**src/design/assert_macros.svh**
```systemverilog
// Assertion macros shared by the RTL. They expand to nothing in synthesis.
`ifndef ASSERT_MACROS_SVH
`define ASSERT_MACROS_SVH

`ifndef SYNTHESIS
// Same-cycle implication, disabled while reset is asserted.
`define SQA_ASSERT_IMPLY(label, clk, rst_n, ante, cons) \
    label: assert property (@(posedge clk) disable iff (!rst_n) (ante) |-> (cons)) \
        else $error("assertion failed: same-cycle implication");
// Next-cycle implication, disabled while reset is asserted.
`define SQA_ASSERT_NEXT(label, clk, rst_n, ante, cons) \
    label: assert property (@(posedge clk) disable iff (!rst_n) (ante) |=> (cons)) \
        else $error("assertion failed: next-cycle implication");
`else
`define SQA_ASSERT_IMPLY(label, clk, rst_n, ante, cons)
`define SQA_ASSERT_NEXT(label, clk, rst_n, ante, cons)
`endif

`endif

```
**src/design/sqa_pkg.sv**
```systemverilog
package sqa_pkg;

    localparam int BANK_COUNT_DEF = 8;

    localparam logic       FUNC_ALLOC = 1'b0;
    localparam logic       FUNC_FREE  = 1'b1;

    localparam logic [1:0] ANCHOR_NW = 2'b00;
    localparam logic [1:0] ANCHOR_NE = 2'b01;
    localparam logic [1:0] ANCHOR_SW = 2'b10;
    localparam logic [1:0] ANCHOR_SE = 2'b11;

    localparam logic [7:0] HEAD_NW = 8'd16;
    localparam logic [7:0] HEAD_NE = 8'd32;
    localparam logic [7:0] HEAD_SW = 8'd64;
    localparam logic [7:0] HEAD_SE = 8'd128;

    localparam logic [3:0] SHAPE_FULL = 4'd15;
    localparam logic [3:0] SHAPE_WIDE = 4'd3;
    localparam logic [3:0] SHAPE_TALL = 4'd5;
    localparam logic [3:0] SHAPE_ONE  = 4'd1;

    localparam logic [7:0] EAST_COLUMN  = 8'b0000_1010;
    localparam logic [7:0] SOUTH_ROW    = 8'b0000_1100;
    localparam logic [7:0] SE_QUAD      = 8'b0000_1000;
    localparam logic [3:0] EAST_BITS    = 4'b1010;
    localparam logic [3:0] SOUTH_BITS   = 4'b1100;
    localparam logic [7:0] NO_SLOT      = 8'hFF;

    typedef enum logic [1:0] {
        S_IDLE,
        S_SCAN,
        S_FREE
    } t_state;

    typedef struct packed {
        logic load;
        logic step;
        logic commit;
    } t_dp_cmd;

    typedef struct packed {
        logic hit;
        logic last;
        logic out_free;
    } t_dp_sts;

    typedef struct packed {
        logic       hit;
        logic [1:0] anchor;
        logic [7:0] rec;
    } t_alloc_res;

    // Tries the four anchors of one bank in order; the shifted mask is tested
    // against the whole record, head bits included.
    function automatic t_alloc_res alloc_eval(input logic [7:0] r, input logic [3:0] m);
        t_alloc_res res;
        logic [7:0] m0;
        logic [7:0] s1;
        logic [7:0] s2;
        m0  = {4'b0000, m};
        s1  = m0 << 1;
        s2  = m0 << 2;
        res.hit    = 1'b0;
        res.anchor = ANCHOR_NW;
        res.rec    = r;
        if ((r & m0) == 8'd0) begin
            res.hit = 1'b1;
            res.rec = r | m0 | HEAD_NW;
        end else if (m == SHAPE_FULL) begin
            res.hit = 1'b0;
        end else if ((m != SHAPE_WIDE) && ((r & s1) == 8'd0)) begin
            res.hit    = 1'b1;
            res.anchor = ANCHOR_NE;
            res.rec    = r | (s1 & EAST_COLUMN) | HEAD_NE;
        end else if ((m != SHAPE_TALL) && ((r & s2) == 8'd0)) begin
            res.hit    = 1'b1;
            res.anchor = ANCHOR_SW;
            res.rec    = r | (s2 & SOUTH_ROW) | HEAD_SW;
        end else if ((m == SHAPE_ONE) && !r[3]) begin
            res.hit    = 1'b1;
            res.anchor = ANCHOR_SE;
            res.rec    = r | SE_QUAD | HEAD_SE;
        end
        return res;
    endfunction

    // Clears the quadrants owned by one anchor, sparing quadrants of other heads.
    function automatic logic [7:0] free_rec(input logic [7:0] r, input logic [1:0] anchor);
        logic [3:0] nh;
        logic [3:0] c;
        nh = ~r[7:4];
        case (anchor)
            ANCHOR_NW: begin
                c = nh | 4'b0001;
                if (c[2:1] != 2'b11) begin
                    c = c & 4'b0111;
                end
            end
            ANCHOR_NE: c = (nh & EAST_BITS) | 4'b0010;
            ANCHOR_SW: c = (nh & SOUTH_BITS) | 4'b0100;
            default:   c = 4'b1000;
        endcase
        return r & ~{c, c};
    endfunction

endpackage

```
**src/design/sqa_ctrl.sv**
```systemverilog
module sqa_ctrl import sqa_pkg::*; (
    input  logic    i_clk,
    input  logic    i_rst_n,
    input  logic    i_in_valid,
    input  logic    i_func,
    input  t_dp_sts i_sts,
    output t_dp_cmd o_cmd,
    output logic    o_in_stall
);

    t_state r_state;
    t_state n_state;

    always_ff @(posedge i_clk) begin
        if (!i_rst_n) begin
            r_state <= S_IDLE;
        end else begin
            r_state <= n_state;
        end
    end

    always_comb begin
        n_state    = r_state;
        o_cmd      = '0;
        o_in_stall = 1'b1;
        case (r_state)
            S_IDLE: begin
                o_in_stall = 1'b0;
                if (i_in_valid) begin
                    o_cmd.load = 1'b1;
                    n_state    = (i_func == FUNC_FREE) ? S_FREE : S_SCAN;
                end
            end
            S_SCAN: begin
                if (i_sts.hit || i_sts.last) begin
                    if (i_sts.out_free) begin
                        o_cmd.commit = 1'b1;
                        n_state      = S_IDLE;
                    end
                end else begin
                    o_cmd.step = 1'b1;
                end
            end
            S_FREE: begin
                if (i_sts.out_free) begin
                    o_cmd.commit = 1'b1;
                    n_state      = S_IDLE;
                end
            end
            default: begin
                n_state = S_IDLE;
            end
        endcase
    end

endmodule

```
**src/design/sqa_dp.sv**
```systemverilog
module sqa_dp import sqa_pkg::*; #(
    parameter int BANK_COUNT = BANK_COUNT_DEF
) (
    input  logic       i_clk,
    input  logic       i_rst_n,
    input  t_dp_cmd    i_cmd,
    output t_dp_sts    o_sts,
    input  logic       i_func,
    input  logic [3:0] i_page_mask,
    input  logic [7:0] i_slot,
    input  logic       i_out_stall,
    output logic       o_out_valid,
    output logic [7:0] o_slot_out,
    output logic       o_granted
);

    localparam int IDX_W = (BANK_COUNT > 1) ? $clog2(BANK_COUNT) : 1;

    logic [7:0]       r_rec [BANK_COUNT];
    logic [7:0]       n_rec [BANK_COUNT];
    logic [IDX_W-1:0] r_idx;
    logic [IDX_W-1:0] n_idx;
    logic             r_func;
    logic [3:0]       r_mask;
    logic [7:0]       r_slot;
    logic             r_out_valid;
    logic             n_out_valid;
    logic [7:0]       r_slot_out;
    logic             r_granted;

    logic [IDX_W-1:0] w_sel;
    logic [7:0]       w_rd;
    t_alloc_res       w_alloc;
    logic [7:0]       w_freed;
    logic             w_bank_ok;
    logic             w_we;
    logic [7:0]       w_wdata;
    logic [7:0]       w_res_slot;
    logic             w_res_grant;

    assign w_sel     = (r_func == FUNC_FREE) ? r_slot[IDX_W-1:0] : r_idx;
    assign w_rd      = r_rec[w_sel];
    assign w_alloc   = alloc_eval(w_rd, r_mask);
    assign w_freed   = free_rec(w_rd, r_slot[7:6]);
    assign w_bank_ok = ({1'b0, r_slot[2:0]} < 4'(BANK_COUNT));

    assign w_we    = i_cmd.commit && ((r_func == FUNC_FREE) ? w_bank_ok : w_alloc.hit);
    assign w_wdata = (r_func == FUNC_FREE) ? w_freed : w_alloc.rec;

    always_comb begin
        if (r_func == FUNC_FREE) begin
            w_res_slot  = r_slot;
            w_res_grant = w_bank_ok;
        end else if (w_alloc.hit) begin
            w_res_slot  = {w_alloc.anchor, 3'b000, 3'(r_idx)};
            w_res_grant = 1'b1;
        end else begin
            w_res_slot  = NO_SLOT;
            w_res_grant = 1'b0;
        end
    end

    always_comb begin
        for (int b = 0; b < BANK_COUNT; b++) begin
            n_rec[b] = r_rec[b];
            if (w_we && (w_sel == IDX_W'(b))) begin
                n_rec[b] = w_wdata;
            end
        end
        n_idx = r_idx;
        if (i_cmd.load) begin
            n_idx = '0;
        end else if (i_cmd.step) begin
            n_idx = r_idx + 1'b1;
        end
        n_out_valid = r_out_valid && i_out_stall;
        if (i_cmd.commit) begin
            n_out_valid = 1'b1;
        end
    end

    always_ff @(posedge i_clk) begin
        if (!i_rst_n) begin
            for (int b = 0; b < BANK_COUNT; b++) begin
                r_rec[b] <= '0;
            end
            r_idx       <= '0;
            r_out_valid <= 1'b0;
        end else begin
            r_rec       <= n_rec;
            r_idx       <= n_idx;
            r_out_valid <= n_out_valid;
        end
    end

    always_ff @(posedge i_clk) begin
        if (i_cmd.load) begin
            r_func <= i_func;
            r_mask <= i_page_mask;
            r_slot <= i_slot;
        end
        if (i_cmd.commit) begin
            r_slot_out <= w_res_slot;
            r_granted  <= w_res_grant;
        end
    end

    assign o_sts.hit      = w_alloc.hit;
    assign o_sts.last     = (r_idx == IDX_W'(BANK_COUNT - 1));
    assign o_sts.out_free = !r_out_valid || !i_out_stall;

    assign o_out_valid = r_out_valid;
    assign o_slot_out  = r_slot_out;
    assign o_granted   = r_granted;

endmodule

```
**src/design/sprite_quadrant_allocator.sv**
```systemverilog
// Channel   Direction  Handshake               Payload
// request   in         i_in_valid / o_in_stall i_func, i_page_mask, i_slot
// result    out        o_out_valid / i_out_stall o_slot_out, o_granted
//
// An allocation captures the beat, then examines the bank records one at a
// time through the single record read port; a free captures the beat, then
// commits. Reset is synchronous and active low and clears every bank record at
// once. The result sits in an output register, so a new request is taken while
// a finished result still waits; a request only pauses at its commit when that
// register is still occupied and stalled.

`include "assert_macros.svh"

module sprite_quadrant_allocator import sqa_pkg::*; #(
    parameter int BANK_COUNT = BANK_COUNT_DEF
) (
    input  logic       i_clk,
    input  logic       i_rst_n,
    input  logic       i_in_valid,
    output logic       o_in_stall,
    input  logic       i_func,
    input  logic [3:0] i_page_mask,
    input  logic [7:0] i_slot,
    output logic       o_out_valid,
    input  logic       i_out_stall,
    output logic [7:0] o_slot_out,
    output logic       o_granted
);

    // The controller sequences capture, bank-by-bank scan and commit; the
    // datapath owns the bank records and the result register.
    t_dp_cmd w_cmd;
    t_dp_sts w_sts;

    sqa_ctrl u_ctrl (
        .i_clk      (i_clk),
        .i_rst_n    (i_rst_n),
        .i_in_valid (i_in_valid),
        .i_func     (i_func),
        .i_sts      (w_sts),
        .o_cmd      (w_cmd),
        .o_in_stall (o_in_stall)
    );

    sqa_dp #(
        .BANK_COUNT (BANK_COUNT)
    ) u_dp (
        .i_clk       (i_clk),
        .i_rst_n     (i_rst_n),
        .i_cmd       (w_cmd),
        .o_sts       (w_sts),
        .i_func      (i_func),
        .i_page_mask (i_page_mask),
        .i_slot      (i_slot),
        .i_out_stall (i_out_stall),
        .o_out_valid (o_out_valid),
        .o_slot_out  (o_slot_out),
        .o_granted   (o_granted)
    );

    // Once a beat is taken, no second beat may enter before its result commits.
    `SQA_ASSERT_NEXT(a_busy_after_accept, i_clk, i_rst_n, i_in_valid && !o_in_stall, o_in_stall)
    // A result is only written when the output register can take it.
    `SQA_ASSERT_IMPLY(a_commit_has_room, i_clk, i_rst_n, w_cmd.commit, w_sts.out_free)
    // A commit always presents a result beat on the next cycle.
    `SQA_ASSERT_NEXT(a_commit_shows, i_clk, i_rst_n, w_cmd.commit, o_out_valid)
    // The scan never advances past the last bank.
    `SQA_ASSERT_IMPLY(a_no_step_past_end, i_clk, i_rst_n, w_cmd.step, !w_sts.last)

endmodule
```
**config.mk**
```make
export PLATFORM = sky130hd
export DESIGN_NAME = sprite_quadrant_allocator
export DESIGN_NICKNAME = d
export VERILOG_FILES = /design/src/design/sqa_pkg.sv /design/src/design/sqa_ctrl.sv /design/src/design/sqa_dp.sv /design/src/design/sprite_quadrant_allocator.sv
export VERILOG_INCLUDE_DIRS = /design/src /design/src/design
export SDC_FILE = /design/constraint.sdc
export NUM_CORES = 1
export LEC_CHECK = 0
export ABC_AREA = 1
export BUFFER_PORTS_ARGS = -buffer_cell sky130_fd_sc_hd__buf_2
export CORE_ASPECT_RATIO = 0.9
export CORE_MARGIN = 4
export CORE_UTILIZATION = 60
export CTS_CLUSTER_SIZE = 16
export DETAILED_ROUTE_END_ITERATION = 8
export GPL_TIMING_DRIVEN = 0
export MAX_ROUTING_LAYER = met4
export PLACE_DENSITY = 0.76
export SKIP_CTS_REPAIR_TIMING = 1
export SLEW_MARGIN = 20
export SYNTH_ARGS = -nofsm -noshare
export SYNTH_HDL_FRONTEND = slang
export SYNTH_HIERARCHICAL = 1
export SYNTH_SLANG_ARGS = --single-unit
```
**constraint.sdc**
```tcl
create_clock -name i_clk -period 4.8 [get_ports i_clk]
set_input_delay 0.24 -clock i_clk [delete_from_list [all_inputs] [get_ports i_clk]]
set_output_delay 0.24 -clock i_clk [all_outputs]
set_load 0.05 [all_outputs]
```
After elaboration in Yosys (flattened, before gate mapping)
Cells that the tools add are included.

word-level totals
  bits in registers = 92

cells by class
  bitwise logic cells = 11
  equality and inequality tests = 19
  reduce and logical (&&, ||, !) cells = 26
  add/subtract/negate cells = 1
  mux-type cells = 33
  order comparisons = 1

operators by type and width
  cell                                                             number
  8-bit two-way mux                                                6
  11-bit two-way mux                                               3
  8-bit binary-select mux with 3-bit select                        1
  8-bit zero test                                                  3
  8-bit by 4-bit OR with 8-bit output                              3
  3-bit == test, second input constant                             5
  1-bit logical AND                                                13
  1-bit two-way mux                                                12
  4-bit one-hot mux with 3 select lines                            1
  10-bit two-way mux                                               1
  2-bit two-way mux                                                5
  8-bit by 4-bit bitwise AND with 8-bit output                     1
  8-bit by 5-bit bitwise AND with 8-bit output                     1
  8-bit by 6-bit bitwise AND with 8-bit output                     1
  8-bit bitwise AND                                                1
  8-bit NOT                                                        1
  3-bit by 2-bit == test with 1-bit output, second input constant  2
  2-bit one-hot mux with 3 select lines                            1
  2-bit by 1-bit == test with 1-bit output, second input constant  2
  2-bit == test, second input constant                             2
  4-bit by 1-bit == test with 1-bit output, second input constant  1
  4-bit == test, second input constant                             1
  4-bit >= comparator, second input constant                       1
  2-bit zero test                                                  2
  17 further kinds                                                 21

Depth between registers and ports, before layout
Gate-level depths: netlist of run 1.

  word-level depth = 17
  mapped depth = 25

By module
The synthesis of run 1 kept the hierarchy.

by module, submodules not included
  module    times used  area an instance (um2)  cells each  sequential area each (um2)
  sqa_dp    1           4835.9                  723         2021.9
  sqa_ctrl  1           210.2                   36          40.0

Least setup slack after synthesis of run 1
OpenSTA, ideal clock, no wires.

  kind = register -> register
  start point = reg u_dp.r_func
  end point = reg u_dp/r_rec[15] in the netlist's numbering
  data arrival time = 3.727 ns
  stages on the path, launching flop included = 24
  setup time = 0.116 ns
  data required time = 4.684 ns
  slack = 0.957 ns
  cell sequence = edfxtp_1 inv_2 buf_6 nand2_4 nand2_4 buf_2 nand2_1 nand3_2 nand3_1 nand2_1 nand2_2 nor2_1 nand2_1 nand3_1 inv_1 nand2_1 a21oi_1 nor2_1 inv_1 nor3_1 nand2_4 buf_4 o21ai_0 nor2_1

RTL lines
  element                   RTL line      text
  start: declaration        sqa_dp.sv:23  logic r_func;
  start signal: assignment  sqa_dp.sv:98  r_func <= i_func;
  end signal: assignment    sqa_dp.sv:90  r_rec <= n_rec;
  end: declaration          sqa_dp.sv:19  logic [7:0] r_rec [BANK_COUNT];

==> impl_metrics.yaml, run 1 <==
outcome:
  outcome: "finished, final reports clean"
floorplanning:
  core_um2: 8107
  ios: 28
  dieArea_um2: 9943
  rows: 31
  start_util_pct: 62.25
  die_w_um: 104.7
  die_h_um: 95
routing:
  drt-total-wl_mm: 13.45
  num_vias: 4833
  viasPerCell: 5.358
  drc_errors: 0
  drt_first_pass_iters: 5
  final_antenna_net_count: 0
  post_drt_wl_per_cell_um: 14.91
  drt_first_iter_violations: 458
timing:
  setup_viol: 0
  slew_viol_final: 0
  grt_setup_unrepaired: "false"
  min_period_ns: 4.309
  fin_skew_ns: 0.007492
  slew-limit-headroom_pct: 30.19
  timing.hold.ws_ns: 0.05148
  hold_viol_final: 0
  max_freq_mhz: 232.1
  fin_crit_sh_pct: 89.76
  tightest_slew_ns: 1.043
  setup_ws_ns: 0.4915
power:
  vdd_drop_max_mv: 0.2533
  power_density_nw_per_um2: 435.3
  power.leakage_uw: 0.002899
  p_total_uw: 2394
synthesis:
  synthCells: 759
  synth_nets: 781
  synth_area_leaders: "dfxtp_1, nand2_1, edfxtp_1, nor2_1, inv_1"
  yosysTopAreaCell: "dfxtp_1"
  synthDistinctLibCells: 32
  yosysTopAreaCellShare_pct: 27.77
  yosysWarnings: 6
  syn-cell-area_um2: 5046
  yosysSeqAreaShare_pct: 40.86
  synth.avg_cell_area_um2: 6.648
  synth-seq-cells: 92
global_routing:
  first_global_vias: 4314
  antenna_found_initial: 0
  gr-total-overflow: 0
  grtUsageTotal_pct: 28.37
  grt_pass1_wl_mm: 21.35
  grt_max_degree: 17
layout:
  utilization_pct: 67.83
  n_fill_cell: 754
  layout.nets: 820
  drive_gt1_share_pct: 12.70
  seqCellArea_um2: 2062
  syn_to_final_growth_pct: 8.976
  num_antenna_cells: 0
  multi_input_area_um2: 2399
critical_path:
  critPathTopFamily: "simple AND/OR/NAND/NOR gates"
  cpPeakStageDelay_ns: 0.58
  critPathBufInv: 4
  path_cells: "nand2_2, nand2_2, buf_2, o21ai_0, nand2_1, nand3_1, nand2_2, nand2_1, nand2_2, nor2_1, nand2_1, nand3_1, inv_1, nand2_1, a21oi_1, nor2_2, inv_1, nor3_1, nand2_4, buf_4, o21ai_0, nor2_1"
  regToRegStartpoint: "u_dp/r_func$_DFFE_PP_"
  required_ns: 5.06
  setup.worst_path.start_class: "flip-flop"
  cp-end-kind: "flip-flop"
  criticalPathCategory: "flip-flop to flip-flop"
  arrival_ns: 4.57
  cpMaxStageDelayCell: "nor3_1"
  crit_start: "u_dp/r_func$_DFFE_PP_"
  worstPathMaxFanout: 10
clocking:
  numClockSinks: 92
  clockBufferDepth: 2
  clkTransAtPathRegs_ns: 0.10
  cts_tree: "done"
  h-tree-depth: 3
  cts_buffers: 9
  root_buffer: "clkbuf_8"
  clkLatencyLatePin_ns: 0.35
run:
  maxCapViolations: 0
worst_hold_path:
  hold_start: "i_slot[6]"
  min_path_type: "primary input to flip-flop"
placement:
  hpwl_mm: 9.710
  port_buffers: 27
  place_ws_ns: 0.5991
  place.gp.congestion: 0.9419
-- power by group --
group | leakage (µW) | switching, µW | internal (µW)
clock | 0.0000864 | 288 | 194
sequential | 0.000770 | 33.0 | 881
combinational | 0.00204 | 730 | 267
-- path summary, 6_finish.rpt --
path,end,slack [ns],cells after the start
max,u_dp/r_rec[15]$_SDFFE_PN0P_,0.49,22
min,u_dp/r_slot[6]$_DFFE_PP_,0.05,1
max reg2reg,u_dp/r_rec[15]$_SDFFE_PN0P_,0.49,22
min reg2reg,u_dp/r_rec[5]$_SDFFE_PN0P_,0.47,2
-- cell usage in the layout (no fill, tap or decap), drive strengths merged --
cell type and instances:
clkinvlp 1, ha 5, nand3b 1, inv 99, buf 48, edfxtp 22, nand4 4, clkbuf 19
nor3 6, a21oi 14, o22ai 2, nand3 45, o211ai 3, nand2 290, nor2 151, a22oi 2
clkinv 3, dfxtp 70, o21ai 16, a31oi 2
-- layout make-up --
| type | instances | area share (%) |
|---|---|---|
| multi-input combinational | 541 | 43.62 |
| buffer | 29 | 4.027 |
| sequential | 92 | 37.50 |
| timing repair buffer | 28 | 2.730 |
| clock buffer | 10 | 2.321 |
| inverter | 97 | 6.667 |
| tap | 99 | 2.253 |
| clock inverter | 6 | 0.8874 |
-- metrics by stage --
step	cell area, µm²	TNS, ns	instances
6_report	5499	0	902
5_1_grt	5499	0	902
4_1_cts	5499	0	902
3_5_place_dp	5323	0	886
3_3_place_gp	5305	-3.752	885
2_1_floorplan	5046	0	759
-- synthesized netlist by cell type (all sizes together) --
master / n
o21ai: 16
edfxtp: 22
nand2: 290
nor3: 6
ha: 5
a21oi: 14
clkbuf: 9
buf: 20
nand3b: 1
nor2: 151
dfxtp: 70
a31oi: 2
inv: 97
a22oi: 2
nand3: 45
o22ai: 2
nand4: 4
o211ai: 3
-- sequential cells by signal (all words and copies together), names as in the netlist --
| register | flops |
|---|---|
| u_dp/r_slot | 8 |
| u_dp/o_granted | 1 |
| u_dp/o_slot_out | 8 |
| u_dp/r_idx | 3 |
| u_dp/r_rec | 64 |
| u_dp/r_func | 1 |
| u_ctrl/r_state | 2 |
| u_dp/o_out_valid | 1 |
| u_dp/r_mask | 4 |
-- routing by layer --
metal	wire (µm)	part of all wire, %	up-vias	GRT usage (%)
met5	0	0	-	-
met4	295	2.2	0	9.071
met3	974	7.2	37	4.716
met2	6361	47	199	47.47
met1	5818	43	2214	35.53
li1	-	-	2383	-
-- cell families after synthesis --
kind of cell               count (synthesis)  share of synthesized area, %
DFF                                       92                         40.86
adders and majority gates                  5                         1.240
and+or+nand+nor                          497                         41.95
AOI/OAI and AO/OA                         39                         4.289
buffers and inverters                    126                         11.65
Note: power is estimated with default switching activity, not from simulation.
==> run 2, diff against run 1 <==
Settings changed: REMOVE_ABC_BUFFERS from default to 1.
==> impl_metrics.yaml, run 2 (synthesis gave the netlist of run 1 again) <==
floorplanning:
  die_h_um: 95
  dieArea_um2: 9943
  ios: 28
  rows: 31
  core_um2: 8107
  die_w_um: 104.7
  start_util_pct: 62.25
critical_path:
  arrival_ns: 4.49
  cp-end-kind: "flip-flop"
  worstPathMaxFanout: 15
  criticalPathCategory: "flip-flop to flip-flop"
  required_ns: 5.10
  setup.worst_path.start_class: "flip-flop"
  rr_worst_depth: 21
clocking:
  numClockSinks: 92
  clkLatencyLatePin_ns: 0.36
  root_buffer: "clkbuf_8"
  clockBufferDepth: 2
  clkTransAtPathRegs_ns: 0.09
  cts_tree: "done"
  cts_buffers: 9
  h-tree-depth: 3
layout:
  largest_register_ffs: 64
  largest_register: "u_dp/r_rec"
  drive_gt1_share_pct: 11.41
  seqCellArea_um2: 2062
  finalInstanceArea_um2: 5371
  utilization_pct: 66.26
  n_fill_cell: 731
  syn_to_final_growth_pct: 6.447
  num_antenna_cells: 0
  layout_common_cells: "nand2_1, nor2_1, inv_1"
  layout.nets: 797
  multi_input_area_um2: 2419
  layout_commonest_cell: "nand2_1"
global_routing:
  first_global_vias: 4036
  grtUsageTotal_pct: 24.75
  grt_max_degree: 64
  antenna_found_initial: 0
  gr-total-overflow: 0
  grt_pass1_wl_mm: 18.89
worst_hold_path:
  min_path_cells: 1
  min_path_type: "primary input to flip-flop"
timing:
  setup_viol: 0
  tightest_slew_ns: 0.7789
  fin_skew_ns: 0.009152
  grt_setup_unrepaired: "false"
  timing.hold.ws_ns: 0.04979
  slew_viol_final: 0
  tns_ns: 0
  hold_viol_final: 0
  max_freq_mhz: 238.7
  slew-limit-headroom_pct: 47.83
  fin_crit_sh_pct: 87.29
  min_period_ns: 4.190
routing:
  num_vias: 4539
  highest-signal-layer: "met4"
  drc_errors: 0
  wl_met1_mm: 4.970
  final_antenna_net_count: 0
  drt_first_pass_iters: 5
  drt_first_iter_violations: 265
  viasPerCell: 5.164
  wl_met3_um: 879
  post_drt_wl_per_cell_um: 13.50
  drt-total-wl_mm: 11.87
  met2_length_mm: 5.843
placement:
  place.gp.congestion: 0.8745
  port_buffers: 27
  hpwl_mm: 7.953
  placed_cell_area_um2: 5086
power:
  power.leakage_uw: 0.002821
  power_density_nw_per_um2: 441.4
  vdd_drop_max_mv: 0.2577
run:
  maxCapViolations: 0
outcome:
  outcome: "finished, final reports clean"
==> run 2: path summary, 6_finish.rpt <==
kind,from,to,slack (ns)
worst max-delay path,u_dp/r_func$_DFFE_PP_,u_dp/r_rec[1]$_SDFFE_PN0P_,0.61
worst min-delay path,i_page_mask[3],u_dp/r_mask[3]$_DFFE_PP_,0.05
worst max register to register,u_dp/r_func$_DFFE_PP_,u_dp/r_rec[1]$_SDFFE_PN0P_,0.61
worst min register to register,u_dp/r_rec[5]$_SDFFE_PN0P_,u_dp/r_rec[5]$_SDFFE_PN0P_,0.48
==> run 2: worst max-delay path: stages, from the launching register on <==
cell	delay, ns
edfxtp_1	0.61
inv_2	0.32
nand2_1	0.09
nand2_1	0.41
inv_2	0.30
nand3_1	0.22
nand2_1	0.13
nand2_1	0.10
nand2_2	0.09
nor2_1	0.19
nand2_1	0.11
nand3_1	0.11
inv_1	0.04
nand2_1	0.06
a21oi_1	0.09
nor2_4	0.13
inv_1	0.12
nor3_2	0.36
nand2_2	0.29
nand2_1	0.15
nand2_1	0.06
nor2_1	0.12
==> run 2: final cells by class <==
cell class | count | share of cell area (%)
clock buffer | 12 | 2.516
clock inverter | 4 | 1.398
inverter | 97 | 6.825
multi-input combinational | 541 | 45.03
sequential | 92 | 38.39
tap | 99 | 2.306
timing repair buffer | 34 | 3.541
==> run 2: per-stage QoR <==
step | setup WS (ns) | power, µW | std cells
6_report | 0.6103 | 2371 | 879
5_1_grt | 0.3487 | 2522 | 879
4_1_cts | -0.3017 | 2352 | 872
3_5_place_dp | -0.2874 | 1798 | 856
3_3_place_gp | -0.6863 | 1778 | 856
2_1_floorplan | 0.6923 | 1576 | 730
==> run 2: metal layers <==
layer	up-vias	track usage, %
met4	0	7.213
li1	2327	-
met1	2026	30.69
met2	172	41.72
met5	-	-
met3	14	4.648
==> run 2: power breakdown <==
group | switching (µW) | internal (µW) | leakage (µW)
clock | 262 | 294 | 0.0000968
sequential | 41.9 | 881 | 0.000770
combinational | 655 | 237 | 0.00195
total | 959 | 1410 | 0.00282
==> run 3, diff against run 2 <==
Settings changed: ABC_AREA 1 to default, CTS_CLUSTER_DIAMETER from default to 100.
==> impl_metrics.yaml, run 3 <==
floorplanning:
  dieArea_um2: 9826
  die_w_um: 104.0
  start_util_pct: 61.74
  core_um2: 8068
  rows: 31
  die_h_um: 94.44
  ios: 28
clocking:
  h-tree-depth: 3
  numClockSinks: 92
  cts_buffers: 9
  clkLatencyLatePin_ns: 0.36
  clockBufferDepth: 2
  cts_tree: "done"
  clkTransAtPathRegs_ns: 0.09
  root_buffer: "clkbuf_8"
routing:
  drt_first_iter_violations: 395
  final_antenna_net_count: 0
  post_drt_wl_per_cell_um: 19.80
  drt_first_pass_iters: 5
  drt-total-wl_mm: 12.67
  viasPerCell: 6.363
  num_vias: 4072
  drc_errors: 0
synthesis:
  synth.avg_cell_area_um2: 9.825
  synthCells: 507
  yosysTopAreaCell: "dfxtp_1"
  yosysTopAreaCellShare_pct: 28.13
  synth-seq-cells: 92
  ys_async_sr_fraction_pct: 0
  syn-cell-area_um2: 4981
  synthFlopType: "dfxtp_1"
  synth_common_cells: "nand2_1, mux2i_1, dfxtp_1, inv_1, edfxtp_1"
  synth_edf_count: 22
  synthDistinctLibCells: 72
  yosysWarnings: 6
  post-synth-top-count-cell: "nand2_1"
  synth_area_leaders: "dfxtp_1, mux2i_1, edfxtp_1, nand2_1, inv_1"
  yosysSeqAreaShare_pct: 41.40
layout:
  largest_register: "u_dp/r_rec"
  instances_no_fill: 640
  num_antenna_cells: 0
  largest_register_ffs: 64
  layout.nets: 558
  layout_common_cells: "nand2_1, mux2i_1, dfxtp_1"
  layout_commonest_cell: "nand2_1"
  utilization_pct: 68.22
  drive_gt1_share_pct: 17.38
  syn_to_final_growth_pct: 10.50
global_routing:
  grt_pass1_wl_mm: 20.46
  grtUsageTotal_pct: 27.22
  gr-total-overflow: 0
  grt_max_degree: 77
  first_global_vias: 3736
  antenna_found_initial: 0
critical_path:
  cpMaxStageDelayCell: "edfxtp_1"
  required_ns: 5.07
  cpPeakStageDelay_ns: 0.87
  worstPathMaxFanout: 19
  cp_common_cell: "o22ai_1"
  criticalPathCategory: "flip-flop to flip-flop"
  arrival_ns: 4.86
  cp-end-kind: "flip-flop"
  setup.worst_path.start_class: "flip-flop"
  path_cells: "and3b_1, nor2_1, o22ai_1, o22ai_1, a221oi_4, a211oi_4, o21ai_1, o21ai_0, a21oi_4, nand3_1, o22ai_4, o21ai_4, mux2i_1"
timing:
  slew_viol_final: 0
  min_period_ns: 4.591
  setup_viol: 0
  max_freq_mhz: 217.8
  tightest_slew_ns: 0.8129
  grt_setup_unrepaired: "false"
  setup_ws_ns: 0.2092
  fin_crit_sh_pct: 95.64
  fin_skew_ns: 0.01376
  hold_viol_final: 0
  slew-limit-headroom_pct: 45.80
  tns_ns: 0
power:
  p_total_uw: 1830
  power_density_nw_per_um2: 332.5
  vdd_drop_max_mv: 0.1754
  power.leakage_uw: 0.002477
placement:
  port_buffers: 27
  hpwl_mm: 8.632
  place_ws_ns: -0.5346
  place_inst: 611
  place.gp.congestion: 0.9732
run:
  maxCapViolations: 0
worst_hold_path:
  min_path_type: "primary input to flip-flop"
outcome:
  outcome: "finished, final reports clean"
run 3: cell count changes after synthesis, sizes merged, moves of 5 or more:
cell	change
o21bai	+6
buf	-8
nand2	-185
inv	-74
nand3	-34
nor3b	+8
o221ai	+5
o22ai	+8
o2111ai	+5
mux2i	+81
nor2	-139
run 3: report_power, final:
group	internal [µW]	switching, µW
clock network	296	279
logic	141	257
registers	823	32.4
total	1260	569
run 3: through the flow:
stage,area [µm²],hold slack (ns)
2_1_floorplan,4850,0.3389
3_3_place_gp,5109,0.4165
3_5_place_dp,5157,0.4181
4_1_cts,5378,0.04281
5_1_grt,5504,0.03417
6_report,5504,0.05621
run 3: layout make-up:
type                       instances  area, µm²
sequential                        92       2064
tap                               99      123.9
timing repair buffer              42      277.8
clock inverter                     7      96.34
clock buffer                       9      123.9
inverter                          23      86.33
fill                             615       2564
multi-input combinational        368       2731
run 3: final timing paths:
kind	startpoint	end	slack, ns	depth (start not counted)
max	u_dp/r_slot[1]$_DFFE_PP_	u_dp/r_rec[26]$_SDFFE_PN0P_	0.21	13
min	i_page_mask[1]	u_dp/r_mask[1]$_DFFE_PP_	0.06	1
max reg2reg	u_dp/r_slot[1]$_DFFE_PP_	u_dp/r_rec[26]$_SDFFE_PN0P_	0.21	13
min reg2reg	u_dp/r_rec[5]$_SDFFE_PN0P_	u_dp/r_rec[5]$_SDFFE_PN0P_	0.46	2
run 3: logic make-up (layout without fill, tap and decap cells):
logic type | count (synthesis) | count (layout) | share of synthesized area, %
mux | 84 | 84 | 17.33
simple gates | 176 | 176 | 18.14
compound gates | 102 | 102 | 17.33
xor+xnor | 1 | 1 | 0.1759
flops | 92 | 92 | 41.40
buf+inv | 47 | 81 | 4.371
fa+ha+maj | 5 | 5 | 1.256
run 3: routing by layer:
metal  GRT usage (%)  up-vias  routed length [µm]  share of wire (%)
li1                -     1916                   -                  -
met1           37.03     1951                5599                 44
met2           41.13      176                5865                 46
met3           5.878       29                 981                7.7
met4           8.084        0                 223                1.8
met5               -        -                   0                  0
run 3: critical path: cells and delay by family, from the launching register on:
kind             cells  cell delay (ns)
AO/OA/AOI/OAI        9             2.50
flip-flops           1             0.87
multiplexers         1             0.25
AND/OR/NAND/NOR      3             0.87
